$ cat config.mk
export PLATFORM = sky130hd
export DESIGN_NAME = thrc_ctrl
export DESIGN_NICKNAME = d
export VERILOG_FILES = /design/src/rtl/thrc_pkg.sv /design/src/rtl/thrc_ctrl.sv
export SDC_FILE = /design/constraint.sdc
export NUM_CORES = 1
export LEC_CHECK = 0
export ABC_CLOCK_PERIOD_IN_PS = 19700
export BUFFER_PORTS_ARGS = -buffer_cell sky130_fd_sc_hd__clkbuf_2
export CORE_MARGIN = 2
export CORE_UTILIZATION = 55
export DETAILED_ROUTE_END_ITERATION = 8
export GPL_TIMING_DRIVEN = 1
export PLACE_DENSITY = 0.75
export SETUP_SLACK_MARGIN = 0.15
export SYNTH_ARGS = -nofsm -noshare
export SYNTH_HDL_FRONTEND = slang
export SYNTH_SLANG_ARGS = --single-unit
$ cat constraint.sdc
create_clock -name clk -period 19.7 [get_ports clk]
set_input_delay 1.97 -clock clk [delete_from_list [all_inputs] [get_ports clk]]
set_output_delay 1.97 -clock clk [all_outputs]
set_load 0.02 [all_outputs]
$ cat src/rtl/thrc_pkg.sv
// Package for the thermostat relay controller with self-heating compensation.
// Holds field widths, reset values, division reciprocals, codes and shared structs.
// No dependencies; every other file of the block imports it.
package thrc_pkg;

    localparam int TIME_W     = 32;
    localparam int TEMP_W     = 12;
    localparam int OFS_W      = 16;
    localparam int RATE_W     = 16;
    localparam int MARGIN_W   = 10;
    localparam int FALL_W     = 10;
    localparam int CFG_W      = 32;
    localparam int CFG_IDX_W  = 3;
    localparam int IN_DATA_W  = 48;
    localparam int OUT_DATA_W = 16;

    // Whole seconds of a 32-bit millisecond count: (x * MS_RECIP) >> MS_SHIFT.
    localparam int MS_RECIP_W = 29;
    localparam int MS_SHIFT   = 38;
    localparam logic [MS_RECIP_W-1:0] MS_RECIP = 29'd274877907;
    localparam int SECS_W     = 23;

    localparam int PROD_W = SECS_W + RATE_W;
    localparam int HEAT_W = OFS_W + 1;

    // Any heat amount of 65536 or more saturates the offsets the same way,
    // so the product is clamped before it is scaled by 1/10000.
    localparam logic [PROD_W-1:0] HEAT_SAT_LIMIT = 39'd655360000;
    localparam int SCALE_PRESHIFT = 4;
    localparam int SCALE_IN_W     = 26;
    localparam int SCALE_RECIP_W  = 27;
    localparam int SCALE_SHIFT    = 36;
    localparam logic [SCALE_RECIP_W-1:0] SCALE_RECIP = 27'd109951163;
    localparam logic [HEAT_W-1:0] HEAT_MAX = {1'b1, {OFS_W{1'b0}}};

    localparam logic signed [OFS_W-1:0] ON_GROWTH_LIMIT = 16'sd20;

    localparam logic signed [TEMP_W-1:0]   SETPOINT_RST       = 12'sd50;
    localparam logic signed [MARGIN_W-1:0] MARGIN_BELOW_RST   = 10'sd2;
    localparam logic signed [MARGIN_W-1:0] MARGIN_ABOVE_RST   = 10'sd0;
    localparam logic [FALL_W-1:0]          FALL_LIMIT_RST     = 10'd2;
    localparam logic [RATE_W-1:0]          HEAT_RATE_ON_RST   = 16'd100;
    localparam logic [RATE_W-1:0]          HEAT_RATE_OFF_RST  = 16'd100;
    localparam logic [TIME_W-1:0]          EVENT_INTERVAL_RST = 32'd60000;

    typedef enum logic {
        OP_SAMPLE = 1'b0,
        OP_TICK   = 1'b1
    } thrc_op_t;

    typedef enum logic [CFG_IDX_W-1:0] {
        REG_SETPOINT       = 3'd0,
        REG_MARGIN_BELOW   = 3'd1,
        REG_MARGIN_ABOVE   = 3'd2,
        REG_FALL_LIMIT     = 3'd3,
        REG_HEAT_RATE_ON   = 3'd4,
        REG_HEAT_RATE_OFF  = 3'd5,
        REG_EVENT_INTERVAL = 3'd6
    } thrc_reg_t;

    typedef struct packed {
        thrc_op_t                  op;
        logic [TIME_W-1:0]         now_ms;
        logic signed [TEMP_W-1:0]  raw_temp;
    } thrc_item_t;

    typedef struct packed {
        logic [TIME_W-1:0] time_on;
        logic [TIME_W-1:0] time_off;
        logic [RATE_W-1:0] rate_on;
        logic [RATE_W-1:0] rate_off;
    } thrc_timing_t;

endpackage

$ cat src/rtl/thrc_ctrl.sv
// Control state of the thermostat: configuration registers, relay, offsets and history.
// Applies one item per commit strobe using precomputed heat amounts.
// Depends on thrc_pkg.
module thrc_ctrl
    import thrc_pkg::*;
(
    input  logic                     clk,
    input  logic                     rst_n,
    input  logic                     cfg_wr_en,
    input  logic [CFG_IDX_W-1:0]     cfg_index,
    input  logic [CFG_W-1:0]         cfg_wdata,
    input  logic                     commit,
    input  thrc_item_t               item,
    input  logic [HEAT_W-1:0]        heat_on,
    input  logic [HEAT_W-1:0]        heat_off,
    output thrc_timing_t             timing,
    output logic                     relay_on,
    output logic signed [TEMP_W-1:0] temp_corrected
);

    logic signed [TEMP_W-1:0]   setpoint_reg;
    logic signed [MARGIN_W-1:0] margin_below_reg;
    logic signed [MARGIN_W-1:0] margin_above_reg;
    logic [FALL_W-1:0]          fall_limit_reg;
    logic [RATE_W-1:0]          heat_rate_on_reg;
    logic [RATE_W-1:0]          heat_rate_off_reg;
    logic [TIME_W-1:0]          event_interval_reg;

    logic                       relay_reg, relay_next;
    logic [TIME_W-1:0]          time_on_reg, time_on_next;
    logic [TIME_W-1:0]          time_off_reg, time_off_next;
    logic [TIME_W-1:0]          last_event_reg, last_event_next;
    logic signed [OFS_W-1:0]    offset_on_reg, offset_on_next;
    logic signed [OFS_W-1:0]    offset_off_reg, offset_off_next;
    logic signed [OFS_W-1:0]    offset_base_reg, offset_base_next;
    logic signed [TEMP_W-1:0]   ct_reg, ct_next;
    logic signed [TEMP_W-1:0]   hist1_reg, hist1_next;
    logic signed [TEMP_W-1:0]   hist2_reg, hist2_next;

    logic signed [OFS_W+1:0]    ofs_sum_on, ofs_sum_off;
    logic signed [OFS_W-1:0]    ofs_on_new, ofs_off_new;
    logic signed [OFS_W+1:0]    temp_on, temp_off;
    logic signed [TEMP_W:0]     thr_on, thr_off, d1, d2, fall13;
    logic [TIME_W-1:0]          elapsed;
    logic                       event_fire;
    logic                       relay_mid;
    logic signed [OFS_W-1:0]    on_mid;

    function automatic logic signed [OFS_W-1:0] sat_ofs(input logic signed [OFS_W+1:0] v);
        logic signed [OFS_W-1:0] r;
        if (v > 18'sd32767)
            r = 16'sh7FFF;
        else if (v < -18'sd32768)
            r = 16'sh8000;
        else
            r = v[OFS_W-1:0];
        return r;
    endfunction

    function automatic logic signed [TEMP_W-1:0] sat_temp(input logic signed [OFS_W+1:0] v);
        logic signed [TEMP_W-1:0] r;
        if (v > 18'sd2047)
            r = 12'sh7FF;
        else if (v < -18'sd2048)
            r = 12'sh800;
        else
            r = v[TEMP_W-1:0];
        return r;
    endfunction

    always_ff @(posedge clk or negedge rst_n)
    begin
        if (!rst_n)
        begin
            setpoint_reg       <= SETPOINT_RST;
            margin_below_reg   <= MARGIN_BELOW_RST;
            margin_above_reg   <= MARGIN_ABOVE_RST;
            fall_limit_reg     <= FALL_LIMIT_RST;
            heat_rate_on_reg   <= HEAT_RATE_ON_RST;
            heat_rate_off_reg  <= HEAT_RATE_OFF_RST;
            event_interval_reg <= EVENT_INTERVAL_RST;
        end
        else if (cfg_wr_en)
        begin
            unique case (cfg_index)
                REG_SETPOINT:       setpoint_reg       <= cfg_wdata[TEMP_W-1:0];
                REG_MARGIN_BELOW:   margin_below_reg   <= cfg_wdata[MARGIN_W-1:0];
                REG_MARGIN_ABOVE:   margin_above_reg   <= cfg_wdata[MARGIN_W-1:0];
                REG_FALL_LIMIT:     fall_limit_reg     <= cfg_wdata[FALL_W-1:0];
                REG_HEAT_RATE_ON:   heat_rate_on_reg   <= cfg_wdata[RATE_W-1:0];
                REG_HEAT_RATE_OFF:  heat_rate_off_reg  <= cfg_wdata[RATE_W-1:0];
                REG_EVENT_INTERVAL: event_interval_reg <= cfg_wdata[TIME_W-1:0];
                default:            ;
            endcase
        end
    end

    assign ofs_sum_on  = (OFS_W+2)'(offset_off_reg) + (OFS_W+2)'({1'b0, heat_on});
    assign ofs_sum_off = (OFS_W+2)'(offset_base_reg) - (OFS_W+2)'({1'b0, heat_off});
    assign ofs_on_new  = (offset_on_reg <= ON_GROWTH_LIMIT) ? sat_ofs(ofs_sum_on) : offset_on_reg;
    assign ofs_off_new = sat_ofs(ofs_sum_off);
    assign temp_on     = (OFS_W+2)'($signed(item.raw_temp)) - (OFS_W+2)'(ofs_on_new);
    assign temp_off    = (OFS_W+2)'($signed(item.raw_temp)) - (OFS_W+2)'(ofs_off_new);

    assign thr_on  = (TEMP_W+1)'(setpoint_reg) - (TEMP_W+1)'(margin_below_reg);
    assign thr_off = (TEMP_W+1)'(setpoint_reg) - (TEMP_W+1)'(margin_above_reg);
    assign d1      = (TEMP_W+1)'(hist1_reg) - (TEMP_W+1)'(ct_reg);
    assign d2      = (TEMP_W+1)'(hist2_reg) - (TEMP_W+1)'(ct_reg);
    assign fall13  = (TEMP_W+1)'({1'b0, fall_limit_reg});
    assign elapsed    = item.now_ms - last_event_reg;
    assign event_fire = elapsed > event_interval_reg;

    always_comb
    begin
        relay_next       = relay_reg;
        time_on_next     = time_on_reg;
        time_off_next    = time_off_reg;
        last_event_next  = last_event_reg;
        offset_on_next   = offset_on_reg;
        offset_off_next  = offset_off_reg;
        offset_base_next = offset_base_reg;
        ct_next          = ct_reg;
        hist1_next       = hist1_reg;
        hist2_next       = hist2_reg;
        relay_mid        = relay_reg;
        on_mid           = offset_on_reg;
        if (commit)
        begin
            if (item.op == OP_SAMPLE)
            begin
                if (relay_reg)
                begin
                    offset_on_next = ofs_on_new;
                    ct_next        = sat_temp(temp_on);
                end
                else if (offset_off_reg > 16'sd0)
                begin
                    offset_off_next = ofs_off_new;
                    ct_next         = sat_temp(temp_off);
                end
                else
                begin
                    ct_next = item.raw_temp;
                end
            end
            else
            begin
                if (event_fire)
                begin
                    last_event_next = item.now_ms;
                    if ((ct_reg <= thr_on) && ((d1 <= fall13) || (d2 <= fall13)) && !relay_reg)
                    begin
                        relay_mid    = 1'b1;
                        time_on_next = item.now_ms;
                        on_mid       = offset_off_reg;
                    end
                    if ((ct_reg >= thr_off) && relay_mid)
                    begin
                        relay_mid        = 1'b0;
                        time_off_next    = item.now_ms;
                        offset_off_next  = on_mid;
                        offset_base_next = on_mid;
                    end
                    relay_next     = relay_mid;
                    offset_on_next = on_mid;
                end
                hist2_next = hist1_reg;
                hist1_next = ct_reg;
            end
        end
    end

    always_ff @(posedge clk or negedge rst_n)
    begin
        if (!rst_n)
        begin
            relay_reg       <= 1'b0;
            time_on_reg     <= '0;
            time_off_reg    <= '0;
            last_event_reg  <= '0;
            offset_on_reg   <= '0;
            offset_off_reg  <= '0;
            offset_base_reg <= '0;
            ct_reg          <= '0;
            hist1_reg       <= '0;
            hist2_reg       <= '0;
        end
        else
        begin
            relay_reg       <= relay_next;
            time_on_reg     <= time_on_next;
            time_off_reg    <= time_off_next;
            last_event_reg  <= last_event_next;
            offset_on_reg   <= offset_on_next;
            offset_off_reg  <= offset_off_next;
            offset_base_reg <= offset_base_next;
            ct_reg          <= ct_next;
            hist1_reg       <= hist1_next;
            hist2_reg       <= hist2_next;
        end
    end

    assign timing.time_on  = time_on_reg;
    assign timing.time_off = time_off_reg;
    assign timing.rate_on  = heat_rate_on_reg;
    assign timing.rate_off = heat_rate_off_reg;
    assign relay_on        = relay_next;
    assign temp_corrected  = ct_next;

    a_relay_by_tick: assert property (@(posedge clk) disable iff (!rst_n)
        !$stable(relay_reg) |-> $past(commit && (item.op == OP_TICK)))
        else $error("relay changed without a committed tick");

    a_temp_by_sample: assert property (@(posedge clk) disable iff (!rst_n)
        !$stable(ct_reg) |-> $past(commit && (item.op == OP_SAMPLE)))
        else $error("corrected temperature changed without a committed sample");

    a_event_time: assert property (@(posedge clk) disable iff (!rst_n)
        !$stable(last_event_reg) |-> $past(commit && (item.op == OP_TICK) && event_fire))
        else $error("event time moved without a control event");

endmodule

-- Word level (Yosys, flattened, before mapping)
Index checks and enable logic that the tools add are counted.
- add/sub/neg operators: 9
- order comparisons: 15
- equal/unequal tests: 9
- multiplexer cells: 30
- reduce and logical (&&, ||, !) cells: 21
- operators with widths (cell ; count):
    $mux 16 ; 14
    $mux 12 ; 8
    $gt 18x16->1 const B ; 2
    $lt 18x16->1 const B ; 2
    $gt 17x12->1 const B ; 2
    $lt 17x12->1 const B ; 2
    $sub 12x16->17 ; 2
    $gt 32x32->1 ; 1
    $sub 32x32->32 ; 1
    $le 13x11->1 ; 2
    $sub 12x10->13 ; 2
    $sub 12x12->13 ; 2
    $add 18x17->18 ; 1
    $sub 18x17->18 ; 1
    $gt 16x1->1 const B ; 1
    $le 16x6->1 const B ; 1
    $reduce_and 2->1 ; 8
    $ge 12x13->1 ; 1
    $le 12x13->1 ; 1
    $eq 3x3->1 const B ; 3
    $mux 1 ; 8
    $reduce_and 4->1 ; 2
    $eq 3x2->1 const B ; 2
    $reduce_and 3->1 ; 2
    other kinds (9) ; 13
- bits in registers: 287
- input bits: 118

-- Logic depth before layout (Yosys ltp)
- depth after elaboration: 14
- depth in mapped cells: 35
- mapped depth without buffers: 33

-- Least setup slack after synthesis
Ideal clock, no wire load.
- kind: input port to output port
- from: input port heat_off[0]
- to: output port temp_corrected[8]
- arrival time: 7912 ps
- data required time: 17730 ps
- setup slack: 9818 ps
- cell stages on the path: 29
- path buffers: 1
- cell sequence: ha_1 inv_1 fa_1 a211oi_1 o21a_1 o31ai_4 o41ai_4 a21oi_1 mux2i_1 o32ai_2 clkbuf_1 a21oi_1 ha_1 o21ai_0 a21oi_1 o21ai_0 nand2b_1 a21o_1 nor2_1 o31ai_2 a2111oi_2 nor3b_1 o21a_1 or3_1 a2111oi_4 nor2_1 a21oi_2 o221ai_1 nand4b_1
- cells in the longest elaborated chain, start to end: 12
- elaborated cells on any way between the ends: 14
- RTL lines (element ; RTL line ; RTL):
    from (decl) ; thrc_ctrl.sv:15 ; input logic [HEAT_W-1:0] heat_off,
    $sub 18x17->18 (*) ; thrc_ctrl.sv:99 ; assign ofs_sum_off = (OFS_W+2)'(offset_base_reg) - (OFS_W+2)'({1'b0, heat_off});
    $lt 18x16->1 ; thrc_ctrl.sv:53 ; else if (v < -18'sd32768)
    $mux 16 ; thrc_ctrl.sv:53 ;
    $mux 16 (*) ; thrc_ctrl.sv:51 ; if (v > 18'sd32767)
    $sub 12x16->17 (*) ; thrc_ctrl.sv:103 ; assign temp_off = (OFS_W+2)'($signed(item.raw_temp)) - (OFS_W+2)'(ofs_off_new);
    $lt 17x12->1 ; thrc_ctrl.sv:64 ; else if (v < -18'sd2048)
    $mux 12 ; thrc_ctrl.sv:64 ;
    $mux 12 (*) ; thrc_ctrl.sv:62 ; if (v > 18'sd2047)
    $mux 12 (*) ; thrc_ctrl.sv:136 ; else if (offset_off_reg > 16'sd0)
    $mux 12 (*) ; thrc_ctrl.sv:131 ; if (relay_reg)
    $mux 12 (*) ; thrc_ctrl.sv:129 ; if (item.op == OP_SAMPLE)
    $mux 12 (*) ; thrc_ctrl.sv:127 ; if (commit)
    to (decl) ; thrc_ctrl.sv:18 ; output logic signed [TEMP_W-1:0] temp_corrected
Every way passes the cells marked *; elsewhere a longest branch is shown, timed or not.

-- Worst setup path after layout
- from: input port heat_off[0]
- to: output port temp_corrected[5]
Same word-level chain as after synthesis.

==> flow_summary.yaml <==
run_status:
  status: "complete, no violations"
clocking:
  numClockSinks: 287
  h-tree-depth: 1
  post_cts.repair.setup_buffers: 0
  clk_transition_reported_paths_ps: 60
  cts-resized-gates: 0
  cts-buffers-inserted: 31
  cts_root_buffer: "sky130_fd_sc_hd__clkbuf_16"
  clock_tree.buffer_depth: 3
  cts-hold-fix-buffers: 0
  cts_tree: "built"
  worstSkewPairLatency_ps: 580
sta:
  finalWorstPathRequiredPeriod_ps: 11470
  hold_viol: 0
  period_share_pct: 58.2
  slew_headroom_pct: 20.5
  achievable-frequency_mhz: 87.2
  rsz0062_at_grt: "false"
  clock-skew-final_ps: 14.3
  final_setup_vio_count: 0
  final.setup.worst_slack_ps: 8230
  tightestPinTransition_ps: 1190
  tns_ps: 0
  final-max-slew-violation-count: 0
critical_path:
  worst_path_dominant_cell_family: "compound AO/OA/AOI/OAI gates"
  timing.critical_path.slowest_stage_cell: "sky130_fd_sc_hd__o32ai_2"
  critPathCaptureType: "primary output"
  cp_max_fo: 14
  cp.required_ps: 17730
  cell_repeated_most_along_the_worst_path: "sky130_fd_sc_hd__o21a_1"
  critical_path.n_buffers_inverters: 4
  cpPeakStageDelay_ps: 710
  path_class: "in2out"
  cp-start-kind: "input port"
  worst-endpoint-arrival_ps: 9500
grt:
  grt_ovf: 0
  first_pass_grt_wire_length_microns: 87300
  groute.usage.overall_pct: 27.9
  grt_start_max_net_pins: 175
  grt_antenna_before_repair: 3
  first_global_vias: 16800
layout:
  areaGrowthSynthToFinish_pct: 13.3
  stdcell_count: 2906
  final_nets: 2709
  post-route-util_pct: 62.9
  seq_area_sq_um: 7200
  n_fill_cell: 3108
  final_layout_size_suffix_gt1_share_pct: 23.4
  area_occupied_by_multi_input_gates_sq_um: 12600
worst_hold_path:
  hold_path.class: "reg2reg"
synth:
  synth-warning-count: 0
  asyncSetResetFlopFracSynth_pct: 100
  ys_seq_area_share_pct: 34.7
  synth_nets: 2504
  synth-seq-cells: 287
  synth-main-ff-cell: "sky130_fd_sc_hd__dfrtp_1"
  yosys-top-cells-count: "sky130_fd_sc_hd__dfrtp_1 (269), sky130_fd_sc_hd__ha_1 (215), sky130_fd_sc_hd__inv_1 (200)"
  synth_area_per_cell_sq_um: 9.60
  post_synth_inst_count: 2163
  synth_enable_flop_cells: 0
  netlist_area_sq_um: 20800
  yosys.area.top_type: "sky130_fd_sc_hd__dfrtp_1"
  yosys.cell_types.count: 99
  synthDominantCellAreaShare_pct: 32.4
  yosys.cell_count.top_type: "sky130_fd_sc_hd__dfrtp_1"
  cells_taking_the_most_area_after_synthesis: "sky130_fd_sc_hd__dfrtp_1 (32%), sky130_fd_sc_hd__ha_1 (13%), sky130_fd_sc_hd__mux2_2 (11%)"
place:
  place.detailed.instances: 2846
  gp_routability_congestion: 0.948
  placement.setup.worst_slack_ps: 8380
  place.detailed.hpwl_microns: 42500
  portBuffers: 226
die:
  initial_utilization_pct: 55.5
  floorplan.io_pins: 227
  num_rows: 71
  design.core.area_sq_um: 37400
  die_w_microns: 198
  die_area_sq_um: 39300
  die-height_microns: 198
drt:
  routed_wl_microns: 55000
  wl_per_cell_microns: 18.9
  detailroute.via_count: 17000
  vias_per_inst: 5.85
  antenna_left: 0
  route.detailed.drc: 0
  drt_pre_antenna_iters: 5
  first_iter_violations: 1181
job:
  drv_cap: 0
==> area by class of cell <==
type / instances / area share, %
multi-input cells: 1611 / 53.4
flip-flops and latches: 287 / 30.6
repair buffers: 236 / 5.22
clock buffers: 35 / 3.45
inverters: 201 / 3.21
well taps: 511 / 2.72
clock inverters: 23 / 1.34
diodes: 2 / 0.0213
==> through the flow <==
stage	instance area (sq um)	hold WS, ps
after floorplan	20800	450
after global placement	22400	462
after detailed placement	22400	470
after CTS	23500	484
after global routing	23500	496
final	23500	484
==> routing by layer <==
| metal | GRT usage (%) | wire length [microns] | up-vias |
|---|---|---|---|
| met4 | 8.91 | 1800 | 2 |
| met2 | 45.7 | 25500 | 570 |
| met5 | 0 | 13 | - |
| li1 | - | - | 8173 |
| met3 | 6.06 | 4470 | 120 |
| met1 | 36.8 | 23200 | 8138 |
==> layout by cell type (no fill, tap or decap), types with 8 or more instances in the layout <==
| cell | netlist | layout |
|---|---|---|
| sky130_fd_sc_hd__o221ai_1 | 10 | 10 |
| sky130_fd_sc_hd__nand2b_1 | 43 | 43 |
| sky130_fd_sc_hd__nor4_1 | 10 | 10 |
| sky130_fd_sc_hd__clkbuf_16 | 0 | 31 |
| sky130_fd_sc_hd__a211o_1 | 8 | 8 |
| sky130_fd_sc_hd__a22o_1 | 16 | 16 |
| sky130_fd_sc_hd__nand3_1 | 28 | 28 |
| sky130_fd_sc_hd__a21boi_0 | 17 | 17 |
| sky130_fd_sc_hd__o21a_1 | 40 | 40 |
| sky130_fd_sc_hd__o22ai_1 | 8 | 8 |
| sky130_fd_sc_hd__o21ai_0 | 132 | 132 |
| sky130_fd_sc_hd__nor2_1 | 136 | 135 |
| sky130_fd_sc_hd__ha_1 | 215 | 215 |
| sky130_fd_sc_hd__nor2b_1 | 38 | 38 |
| sky130_fd_sc_hd__a21oi_1 | 143 | 143 |
| sky130_fd_sc_hd__fa_1 | 8 | 8 |
| sky130_fd_sc_hd__o2bb2ai_1 | 27 | 27 |
| sky130_fd_sc_hd__a21o_1 | 27 | 27 |
| sky130_fd_sc_hd__and2_1 | 11 | 11 |
| sky130_fd_sc_hd__clkbuf_2 | 1 | 225 |
| sky130_fd_sc_hd__o211ai_1 | 15 | 15 |
| sky130_fd_sc_hd__dfstp_2 | 18 | 18 |
| sky130_fd_sc_hd__xor2_1 | 38 | 38 |
| sky130_fd_sc_hd__a211oi_1 | 12 | 12 |
| sky130_fd_sc_hd__buf_4 | 2 | 9 |
| sky130_fd_sc_hd__o31ai_1 | 9 | 9 |
| sky130_fd_sc_hd__a31oi_1 | 12 | 12 |
| sky130_fd_sc_hd__nand2_1 | 130 | 130 |
| sky130_fd_sc_hd__nand4b_1 | 12 | 12 |
| sky130_fd_sc_hd__and3_1 | 8 | 8 |
| sky130_fd_sc_hd__inv_1 | 200 | 200 |
| sky130_fd_sc_hd__nor3_1 | 32 | 29 |
| sky130_fd_sc_hd__dfrtp_1 | 269 | 269 |
| sky130_fd_sc_hd__mux2_2 | 196 | 196 |
| sky130_fd_sc_hd__or3_1 | 10 | 10 |
| sky130_fd_sc_hd__xnor2_1 | 62 | 62 |
| sky130_fd_sc_hd__o21bai_1 | 8 | 8 |
| sky130_fd_sc_hd__nand4_1 | 20 | 20 |
| sky130_fd_sc_hd__mux2i_1 | 18 | 18 |
| sky130_fd_sc_hd__or2_2 | 10 | 10 |
==> tightest hold or removal path: cells and delay by family (launching register included) <==
kind,cells,cell delay (ps)
DFF,1,340
and+or+nand+nor,1,50
AOI/OAI and AO/OA,1,60
==> final timing paths <==
| path | start | to | slack (ps) | cells after the start |
|---|---|---|---|---|
| setup / recovery | heat_off[0] | temp_corrected[5] | 8230 | 32 |
| min in group asynchronous | rst_n | heat_rate_off_reg[4] | 1470 | 1 |
| hold / removal | hist2_reg[0] | hist2_reg[0] | 480 | 2 |
| max in group asynchronous | rst_n | event_interval_reg[29] | 16770 | 2 |
| setup reg to reg | last_event_reg[0] | time_off_reg[4] | 11730 | 29 |
| hold reg to reg | hist2_reg[0] | hist2_reg[0] | 480 | 2 |
==> kinds of logic after synthesis <==
family,count (synthesis),share of synthesized area (%)
compound gates,561,18.5
xor+xnor,101,4.29
fa+ha+maj,227,13.9
buf+inv,265,4.95
flops,287,34.7
mux,214,11.5
simple gates,508,12.1
Power is left out: the tool's default activity adds up to more than one toggle a clock period on the data nets, which glitch-free logic cannot reach.
